==> src/skt_pkg.sv <==
// Package for the sorted key table: widths, codes and result type.
package skt_pkg;
    localparam int DEPTH       = 64;
    localparam int KEY_BITS    = 32;
    localparam int HANDLE_BITS = 16;
    localparam int POS_BITS    = $clog2(DEPTH);
    localparam int CNT_BITS    = $clog2(DEPTH + 1);

    localparam logic [2:0] OP_INSERT   = 3'd0;
    localparam logic [2:0] OP_DELETE   = 3'd1;
    localparam logic [2:0] OP_FIND     = 3'd2;
    localparam logic [2:0] OP_FIND_INF = 3'd3;
    localparam logic [2:0] OP_FIND_ALL = 3'd4;
    localparam logic [2:0] OP_READ_AT  = 3'd5;
    localparam logic [2:0] OP_CLEAR    = 3'd6;

    localparam logic [1:0] ST_OK        = 2'd0;
    localparam logic [1:0] ST_NOT_FOUND = 2'd1;
    localparam logic [1:0] ST_FULL      = 2'd2;
    localparam logic [1:0] ST_BEYOND    = 2'd3;

    typedef struct packed {
        logic [1:0]             status;
        logic                   found;
        logic [KEY_BITS-1:0]    result_key;
        logic [HANDLE_BITS-1:0] result_handle;
        logic [POS_BITS-1:0]    result_position;
        logic                   last_of_run;
        logic [CNT_BITS-1:0]    entry_count_out;
    } result_t;
endpackage

==> src/skt_out_buf.sv <==
// Two-entry skid buffer holding result items for the master side.
module skt_out_buf
(
    input  logic             clk,
    input  logic             rst_n,
    input  logic             push,
    input  skt_pkg::result_t push_data,
    output logic             space,
    output logic             empty,
    output logic             out_valid,
    input  logic             out_ready,
    output skt_pkg::result_t out_data
);
    skt_pkg::result_t buf_reg [2];
    logic             rd_reg;
    logic             wr_reg;
    logic [1:0]       cnt_reg;
    logic             pop;

    assign pop       = out_valid && out_ready;
    assign out_valid = (cnt_reg != 2'd0);
    assign out_data  = buf_reg[rd_reg];
    assign space     = (cnt_reg != 2'd2);
    assign empty     = (cnt_reg == 2'd0);

    always_ff @(posedge clk)
    begin
        if (push)
        begin
            buf_reg[wr_reg] <= push_data;
        end
    end

    always_ff @(posedge clk or negedge rst_n)
    begin
        if (!rst_n)
        begin
            rd_reg  <= 1'b0;
            wr_reg  <= 1'b0;
            cnt_reg <= 2'd0;
        end
        else
        begin
            if (push)
            begin
                wr_reg <= ~wr_reg;
            end
            if (pop)
            begin
                rd_reg <= ~rd_reg;
            end
            cnt_reg <= cnt_reg + {1'b0, push} - {1'b0, pop};
        end
    end
endmodule

==> src/sorted_key_table.sv <==
// Sorted key table: up to 64 (signed key, handle) entries in ascending key order,
// held in one synchronous single-port memory with a registered read. Find,
// find_inf and find_all run a binary search, then read the hit (find_all reading
// on entry by entry, waiting while the output buffer is full). Insert searches,
// then shifts the entries above the new position one place, each entry read and
// then written back; delete scans by handle and then shifts. One item is worked
// on at a time; the next item is taken once its results are in the output buffer
// and drained.
module sorted_key_table
(
    input  logic        clk,
    input  logic        rst_n,
    input  logic        s_tvalid,
    output logic        s_tready,
    // [2:0] operation, [34:3] search_key, [50:35] entry_handle, [56:51] position
    input  logic [63:0] s_tdata,
    output logic        m_tvalid,
    input  logic        m_tready,
    // [1:0] status, [2] found, [34:3] result_key, [50:35] result_handle,
    // [56:51] result_position, [63:57] entry_count_out
    output logic [63:0] m_tdata,
    output logic        m_tlast
);
    localparam int PB = skt_pkg::POS_BITS;
    localparam int CB = skt_pkg::CNT_BITS;
    localparam int KB = skt_pkg::KEY_BITS;
    localparam int HB = skt_pkg::HANDLE_BITS;

    typedef enum logic [3:0] {
        S_IDLE, S_BS_RD, S_BS_CMP, S_HIT_RD, S_HIT_OUT, S_DS_RD, S_DS_CMP,
        S_SH_RD, S_SH_WR, S_INS_WR, S_EMIT, S_INF_RD
    } state_t;

    logic [KB+HB-1:0] mem [skt_pkg::DEPTH];
    logic [KB+HB-1:0] rdata_reg;

    state_t            state_reg;
    logic [2:0]        op_reg;
    logic [KB-1:0]     key_reg;
    logic [HB-1:0]     hnd_reg;
    logic [CB-1:0]     lo_reg, hi_reg, cnt_reg, ptr_reg;
    skt_pkg::result_t  res_reg;
    logic              push_reg;

    logic              mem_we;
    logic [PB-1:0]     mem_addr;
    logic [KB+HB-1:0]  mem_wdata;
    logic              space, empty;
    skt_pkg::result_t  ob_data;
    skt_pkg::result_t  res_init;
    logic [CB-1:0]     mid;
    logic [KB-1:0]     rkey;
    logic [HB-1:0]     rhnd;
    logic              rless, kless, keq;

    assign mid   = lo_reg + ((hi_reg - lo_reg) >> 1);
    assign rkey  = rdata_reg[KB+HB-1:HB];
    assign rhnd  = rdata_reg[HB-1:0];
    assign rless = $signed(rkey) < $signed(key_reg);
    assign kless = $signed(key_reg) < $signed(rkey);
    assign keq   = rkey == key_reg;

    assign s_tready = (state_reg == S_IDLE) && empty && !push_reg;

    always_comb
    begin
        res_init                 = '0;
        res_init.last_of_run     = 1'b1;
        res_init.entry_count_out = cnt_reg;
        case (s_tdata[2:0])
            skt_pkg::OP_INSERT:
            begin
                if (cnt_reg >= CB'(skt_pkg::DEPTH))
                begin
                    res_init.status = skt_pkg::ST_FULL;
                end
            end
            skt_pkg::OP_READ_AT:
            begin
                if (CB'(s_tdata[56:51]) >= cnt_reg)
                begin
                    res_init.status = skt_pkg::ST_BEYOND;
                end
            end
            skt_pkg::OP_CLEAR: res_init.entry_count_out = '0;
            default:           res_init.status = skt_pkg::ST_OK;
        endcase
    end

    always_ff @(posedge clk)
    begin
        if (mem_we)
        begin
            mem[mem_addr] <= mem_wdata;
        end
        rdata_reg <= mem[mem_addr];
    end

    always_comb
    begin
        mem_we    = 1'b0;
        mem_addr  = mid[PB-1:0];
        mem_wdata = rdata_reg;
        case (state_reg)
            S_HIT_RD, S_INF_RD: mem_addr = lo_reg[PB-1:0];
            S_DS_RD:  mem_addr = ptr_reg[PB-1:0];
            S_SH_RD:
            begin
                if (op_reg == skt_pkg::OP_INSERT)
                begin
                    mem_addr = PB'(ptr_reg - CB'(1));
                end
                else
                begin
                    mem_addr = PB'(ptr_reg + CB'(1));
                end
            end
            S_SH_WR:
            begin
                mem_we   = 1'b1;
                mem_addr = ptr_reg[PB-1:0];
            end
            S_INS_WR:
            begin
                mem_we    = 1'b1;
                mem_addr  = lo_reg[PB-1:0];
                mem_wdata = {key_reg, hnd_reg};
            end
            default: mem_addr = mid[PB-1:0];
        endcase
    end

    always_ff @(posedge clk or negedge rst_n)
    begin
        if (!rst_n)
        begin
            state_reg <= S_IDLE;
            cnt_reg   <= '0;
            push_reg  <= 1'b0;
            op_reg    <= '0;
            lo_reg    <= '0;
            hi_reg    <= '0;
            ptr_reg   <= '0;
        end
        else
        begin
            push_reg <= 1'b0;
            case (state_reg)
                S_IDLE:
                begin
                    if (s_tvalid && s_tready)
                    begin
                        op_reg  <= s_tdata[2:0];
                        key_reg <= s_tdata[34:3];
                        hnd_reg <= s_tdata[50:35];
                        hi_reg  <= cnt_reg;
                        ptr_reg <= '0;
                        res_reg <= res_init;
                        case (s_tdata[2:0])
                            skt_pkg::OP_INSERT:
                            begin
                                lo_reg <= '0;
                                if (cnt_reg >= CB'(skt_pkg::DEPTH))
                                begin
                                    push_reg <= 1'b1;
                                end
                                else
                                begin
                                    state_reg <= S_BS_RD;
                                end
                            end
                            skt_pkg::OP_DELETE:
                            begin
                                lo_reg    <= '0;
                                state_reg <= S_DS_RD;
                            end
                            skt_pkg::OP_FIND, skt_pkg::OP_FIND_INF,
                            skt_pkg::OP_FIND_ALL:
                            begin
                                lo_reg    <= '0;
                                state_reg <= S_BS_RD;
                            end
                            skt_pkg::OP_READ_AT:
                            begin
                                lo_reg <= CB'(s_tdata[56:51]);
                                if (CB'(s_tdata[56:51]) < cnt_reg)
                                begin
                                    state_reg <= S_HIT_RD;
                                end
                                else
                                begin
                                    push_reg <= 1'b1;
                                end
                            end
                            skt_pkg::OP_CLEAR:
                            begin
                                lo_reg   <= '0;
                                cnt_reg  <= '0;
                                push_reg <= 1'b1;
                            end
                            default:
                            begin
                                lo_reg   <= '0;
                                push_reg <= 1'b1;
                            end
                        endcase
                    end
                end
                S_BS_RD:
                begin
                    if (lo_reg < hi_reg)
                    begin
                        state_reg <= S_BS_CMP;
                    end
                    else if (op_reg == skt_pkg::OP_INSERT)
                    begin
                        ptr_reg   <= cnt_reg;
                        state_reg <= S_SH_RD;
                    end
                    else if (lo_reg >= cnt_reg)
                    begin
                        res_reg.status <= skt_pkg::ST_NOT_FOUND;
                        push_reg       <= 1'b1;
                        state_reg      <= S_IDLE;
                    end
                    else
                    begin
                        state_reg <= S_HIT_RD;
                    end
                end
                S_BS_CMP:
                begin
                    if ((op_reg == skt_pkg::OP_INSERT) ? !kless : rless)
                    begin
                        lo_reg <= mid + CB'(1);
                    end
                    else
                    begin
                        hi_reg <= mid;
                    end
                    state_reg <= S_BS_RD;
                end
                S_HIT_RD:
                begin
                    // a later find_all read (ptr != 0) pushes the held result from S_HIT_OUT, so it needs room first
                    if (op_reg != skt_pkg::OP_FIND_ALL || ptr_reg == '0 || space)
                    begin
                        state_reg <= S_HIT_OUT;
                    end
                end
                S_HIT_OUT:
                begin
                    case (op_reg)
                        skt_pkg::OP_READ_AT:
                        begin
                            res_reg.found           <= 1'b1;
                            res_reg.result_key      <= rkey;
                            res_reg.result_handle   <= rhnd;
                            res_reg.result_position <= lo_reg[PB-1:0];
                            push_reg                <= 1'b1;
                            state_reg               <= S_IDLE;
                        end
                        skt_pkg::OP_FIND_INF:
                        begin
                            if (lo_reg != '0 && !keq)
                            begin
                                lo_reg    <= lo_reg - CB'(1);
                                state_reg <= S_INF_RD;
                            end
                            else
                            begin
                                res_reg.found           <= 1'b1;
                                res_reg.result_key      <= rkey;
                                res_reg.result_handle   <= rhnd;
                                res_reg.result_position <= lo_reg[PB-1:0];
                                push_reg                <= 1'b1;
                                state_reg               <= S_IDLE;
                            end
                        end
                        skt_pkg::OP_FIND_ALL:
                        begin
                            if (keq)
                            begin
                                res_reg.found           <= 1'b1;
                                res_reg.result_key      <= rkey;
                                res_reg.result_handle   <= rhnd;
                                res_reg.result_position <= lo_reg[PB-1:0];
                                state_reg               <= S_EMIT;
                            end
                            else if (ptr_reg == '0)
                            begin
                                res_reg.status <= skt_pkg::ST_NOT_FOUND;
                                push_reg       <= 1'b1;
                                state_reg      <= S_IDLE;
                            end
                            else
                            begin
                                state_reg <= S_IDLE;
                            end
                        end
                        default:
                        begin
                            if (keq)
                            begin
                                res_reg.found           <= 1'b1;
                                res_reg.result_key      <= rkey;
                                res_reg.result_handle   <= rhnd;
                                res_reg.result_position <= lo_reg[PB-1:0];
                            end
                            else
                            begin
                                res_reg.status <= skt_pkg::ST_NOT_FOUND;
                            end
                            push_reg  <= 1'b1;
                            state_reg <= S_IDLE;
                        end
                    endcase
                end
                S_INF_RD:
                begin
                    op_reg    <= skt_pkg::OP_READ_AT;
                    state_reg <= S_HIT_OUT;
                end
                S_EMIT:
                begin
                    // peek at next entry to decide last_of_run
                    if (lo_reg + CB'(1) >= cnt_reg)
                    begin
                        if (space)
                        begin
                            push_reg  <= 1'b1;
                            state_reg <= S_IDLE;
                        end
                    end
                    else
                    begin
                        lo_reg    <= lo_reg + CB'(1);
                        ptr_reg   <= ptr_reg + CB'(1);
                        state_reg <= S_BS_RD;
                        hi_reg    <= lo_reg + CB'(1);
                    end
                end
                S_DS_RD:
                begin
                    if (ptr_reg >= cnt_reg)
                    begin
                        res_reg.status <= skt_pkg::ST_NOT_FOUND;
                        push_reg       <= 1'b1;
                        state_reg      <= S_IDLE;
                    end
                    else
                    begin
                        state_reg <= S_DS_CMP;
                    end
                end
                S_DS_CMP:
                begin
                    if (rhnd == hnd_reg)
                    begin
                        res_reg.found           <= 1'b1;
                        res_reg.result_key      <= rkey;
                        res_reg.result_handle   <= rhnd;
                        res_reg.result_position <= ptr_reg[PB-1:0];
                        res_reg.entry_count_out <= cnt_reg - CB'(1);
                        state_reg <= S_SH_RD;
                    end
                    else
                    begin
                        ptr_reg   <= ptr_reg + CB'(1);
                        state_reg <= S_DS_RD;
                    end
                end
                S_SH_RD:
                begin
                    if (op_reg == skt_pkg::OP_INSERT)
                    begin
                        state_reg <= (ptr_reg > lo_reg) ? S_SH_WR : S_INS_WR;
                    end
                    else if (ptr_reg + CB'(1) < cnt_reg)
                    begin
                        state_reg <= S_SH_WR;
                    end
                    else
                    begin
                        cnt_reg   <= cnt_reg - CB'(1);
                        push_reg  <= 1'b1;
                        state_reg <= S_IDLE;
                    end
                end
                S_SH_WR:
                begin
                    ptr_reg   <= (op_reg == skt_pkg::OP_INSERT) ?
                                 ptr_reg - CB'(1) : ptr_reg + CB'(1);
                    state_reg <= S_SH_RD;
                end
                S_INS_WR:
                begin
                    cnt_reg <= cnt_reg + CB'(1);
                    res_reg.found           <= 1'b1;
                    res_reg.result_key      <= key_reg;
                    res_reg.result_handle   <= hnd_reg;
                    res_reg.result_position <= lo_reg[PB-1:0];
                    res_reg.entry_count_out <= cnt_reg + CB'(1);
                    push_reg  <= 1'b1;
                    state_reg <= S_IDLE;
                end
                default: state_reg <= S_IDLE;
            endcase
        end
    end

    // find_all: the hit in S_HIT_OUT loads res_reg; S_EMIT then reads the next
    // entry through S_BS_RD (lo == hi, lo < cnt), S_HIT_RD and S_HIT_OUT. A non-equal next
    // entry ends the run; the held result goes out with last set.
    logic             fa_push;
    skt_pkg::result_t fa_data;
    assign fa_push = (state_reg == S_HIT_OUT) && (op_reg == skt_pkg::OP_FIND_ALL)
                     && (ptr_reg != '0);
    always_comb
    begin
        fa_data             = res_reg;
        fa_data.last_of_run = !keq;
    end

    skt_pkg::result_t push_data;
    always_comb
    begin
        push_data = fa_push ? fa_data : res_reg;
    end

    skt_out_buf u_out
    (
        .clk       (clk),
        .rst_n     (rst_n),
        .push      (push_reg || fa_push),
        .push_data (push_data),
        .space     (space),
        .empty     (empty),
        .out_valid (m_tvalid),
        .out_ready (m_tready),
        .out_data  (ob_data)
    );

    assign m_tdata = {ob_data.entry_count_out, ob_data.result_position,
                      ob_data.result_handle, ob_data.result_key,
                      ob_data.found, ob_data.status};
    assign m_tlast = ob_data.last_of_run;

    a_count_range: assert property (@(posedge clk) disable iff (!rst_n)
        cnt_reg <= CB'(skt_pkg::DEPTH))
        else $error("entry count beyond depth");
    a_idle_accept: assert property (@(posedge clk) disable iff (!rst_n)
        s_tready |-> state_reg == S_IDLE)
        else $error("accept outside idle");
    a_found_status: assert property (@(posedge clk) disable iff (!rst_n)
        m_tvalid && ob_data.found |-> ob_data.status == skt_pkg::ST_OK)
        else $error("entry returned with bad status");
    a_no_overflow: assert property (@(posedge clk) disable iff (!rst_n)
        (push_reg || fa_push) |-> space)
        else $error("result pushed into full buffer");
endmodule
==> config.mk <==
export PLATFORM = sky130hd
export DESIGN_NAME = sorted_key_table
export DESIGN_NICKNAME = d
export VERILOG_FILES = /design/src/skt_pkg.sv /design/src/skt_out_buf.sv /design/src/sorted_key_table.sv
export SDC_FILE = /design/constraint.sdc
export NUM_CORES = 2
export LEC_CHECK = 0
export BUFFER_PORTS_ARGS = -buffer_cell sky130_fd_sc_hd__buf_4
export CAP_MARGIN = 20
export CORE_MARGIN = 4
export CORE_UTILIZATION = 36
export CTS_CLUSTER_SIZE = 25
export DETAILED_ROUTE_END_ITERATION = 8
export GPL_TIMING_DRIVEN = 1
export SYNTH_ARGS = -nofsm -noshare
export SYNTH_HDL_FRONTEND = slang
export SYNTH_SLANG_ARGS = --single-unit
==> constraint.sdc <==
create_clock -name clk -period 6.5 [get_ports clk]
set_clock_uncertainty 0.05 [all_clocks]
set_input_delay 0 -clock clk [delete_from_list [all_inputs] [get_ports clk]]
set_output_delay 0 -clock clk [all_outputs]
set_load 0.005 [all_outputs]
==> results_dict.tcl <==
set metrics [dict create \
    drt_iter0_drc 9860 \
    root_buffer "clkbuf_16" \
    synth_nets 7690 \
    clockBufferDepth 4 \
    final-setup-viol-count 0 \
    final_nets 8218 \
    numPortBuffers 127 \
    arrival_ns 6.42 \
    ys_seq_area_share_pct 75.5 \
    hold_viol_final 0 \
    syn_area_sq_um 134000 \
    vias_per_cell 5.66 \
    synthArstFlopShare_pct 1.18 \
    netlist_instances 7524 \
    wl_met1_um 151000 \
    clock_latency_ns 0.89 \
    drt-pass1-iter-count 7 \
    period_needed_ns 5.90 \
    finish.instance_area_sq_um 157000 \
    die_w_um 619 \
    drive_gt1_share_pct 21.3 \
    post-route-period-util_pct 90.8 \
    die_y_um 619 \
    fp.coreArea_sq_um 372000 \
    grt_antenna_before_repair 21 \
    outcome "finished, final reports clean" \
    overflow 0 \
    mostFrequentLayoutCells "edfxtp_1 (3314), nand2_1 (858), mux4_2 (552)" \
    crit_cells 16 \
    gp_congestion 0.872 \
    critical_path_class "reg2reg" \
    cts_tree "built" \
    largest_reg_flops 3072 \
    crit_chain "inv_1 > ha_1 > nor2b_1 > o21ai_0 > a21boi_0 > o21ai_0 > a21oi_1 > nor2_1 > ha_1 > xor2_1 > a221o_1 > a21oi_4 > buf_4 > nand2_1 > nor2_4 > buf_12" \
    report.final.slew_viol_count 0 \
    r2r-start "lo_reg[1]" \
    wl_met3_um 34800 \
    area_growth_syn_to_layout_pct 17.0 \
    die-area_sq_um 383000 \
    synth_seq_cells 3402 \
    crit_fanout 23 \
    synth-edff-count 3314 \
    end_kind "register" \
    post_cts_resized 0 \
    hp-class "in2reg" \
    io_pins 135 \
    maxCapViolCount 0 \
    final_common_cell "edfxtp_1" \
    drtAntennaViolNets 0 \
    crit_end "mem[0][24]" \
    critPathSlowestCell "nor2_4" \
    grt_use_total_pct 19.3 \
    yosys_warnings 0 \
    slowest_delay_ns 0.86 \
    fillers 32150 \
    cts_buffers 341 \
    fp-row-count 224 \
    wl_per_cell_um 28.4 \
    r2r_slack_ns 0.60 \
    required_ns 7.02 \
    drc 0 \
    clk_pin_slew_ns 0.06 \
    cts.sinks 3402 \
    grt_pass1_wl_um 541000 \
    grt_pass1_vias 73994 \
    hold_slack_ns 0.114 \
    htree_levels 5 \
    grt_max_degree 142 \
    dp_hpwl_um 221000 \
    cp_top_family "simple AND/OR/NAND/NOR gates" \
    worst-path-buf-inv 3 \
    initial_core_util_pct 36.1 \
    postLayoutCoreUtil_pct 42.3 \
    wl_met2_um 179000 \
    rr_endpoint "mem[0][24]" \
    reg2reg_depth 16 \
    syn_avg_cell_area_sq_um 17.9 \
    fmax_mhz 169 \
    worst_pin_slew_ns 1.44 \
    dpl_cell_area_sq_um 145000 \
    cp-startpoint "lo_reg[1]" \
    rsz0062_at_grt "false" \
    cts_setup_buffers 0 \
    slew_headroom_pct 3.99 \
    start_kind "register" \
    synth_cell_type_count 90 \
    yosys_most_used_dff "edfxtp_1" \
    drt-total-wl_um 377000 \
    top_layer "met4" \
    via_count 75278 \
]
cells in the mapped netlist (all sizes together), types with 14 or more instances:
library cell	count	area, sq um
nor2	145	562
nand4	71	444
nand3	463	2320
buf	253	1560
a31oi	22	138
o211ai	17	128
a311oi	75	657
xor2	27	236
nand2	875	3280
ha	96	1200
o21ai	180	905
mux2i	50	500
a211oi	176	1330
dfxtp	48	961
a22oi	191	1430
nand2b	19	119
a21o	23	173
xnor2	24	210
inv	138	518
dfrtp	40	1000
edfxtp	3314	99500
mux4	552	12400
nor3	27	183
mux2	73	822
and3	96	606
a211o	42	368
a221oi	14	140
a21oi	129	653
clkbuf	192	723
a22o	14	123
worst min-delay path, delay by kind of cell:
kind            cells  cell delay [ns]
buf+inv             2             0.64
compound gates      3             0.28
simple gates        1             0.05
final cells by class:
class                           count  area [sq um]  area share, %
Multi-Input combinational cell   3538         31200           19.8
Clock inverter                    174          1740           1.11
Tap cell                         4972          6220           3.96
Timing Repair Buffer              630          6900           4.39
Antenna cell                        3          7.51        0.00478
Clock buffer                      432          9110           5.80
Inverter                          139           522          0.332
Sequential cell                  3402        101000           64.6
how the worst min path moves through the flow:
| stage | startpoint | end | cells past startpoint |
|---|---|---|---|
| after global placement | rst_n | hi_reg[3] | 1 |
| after CTS | s_tdata[53] | lo_reg[2] | 6 |
| after detailed placement | rst_n | hi_reg[3] | 1 |
| final | s_tdata[53] | lo_reg[2] | 6 |
| after global routing | s_tdata[55] | lo_reg[4] | 6 |
| after floorplan | rst_n | cnt_reg[0] | 0 |
metal layers:
metal  vias up  GRT usage [%]
met2      3925           31.0
met3       703           3.23
met4         0           5.65
met5         -              0
met1     39398           27.0
li1      31252              -
through the flow:
stage,setup WS (ns),TNS [ns],instances
global route,0.229,0,13289
CTS,0.625,0,13280
floorplan,-0.0373,-15.14,7524
finish,0.600,0,13290
detailed placement,0.678,0,12550
global placement,0.528,0,12549
cells by family after synthesis:
kind of cell | share of synthesized area [%]
flops | 75.5
simple gates | 5.93
buf+inv | 2.08
compound gates | 4.99
mux | 10.2
xor+xnor | 0.332
fa+ha+maj | 0.924
repair_timing:
action                                 CTS  global route
setup endpoints to repair                0             0
endpoints found under the hold margin  170             0
hold buffers                           124             0
Power is not shown: default switching activity piles up to over one toggle a cycle in this logic, so the estimate is an artifact.
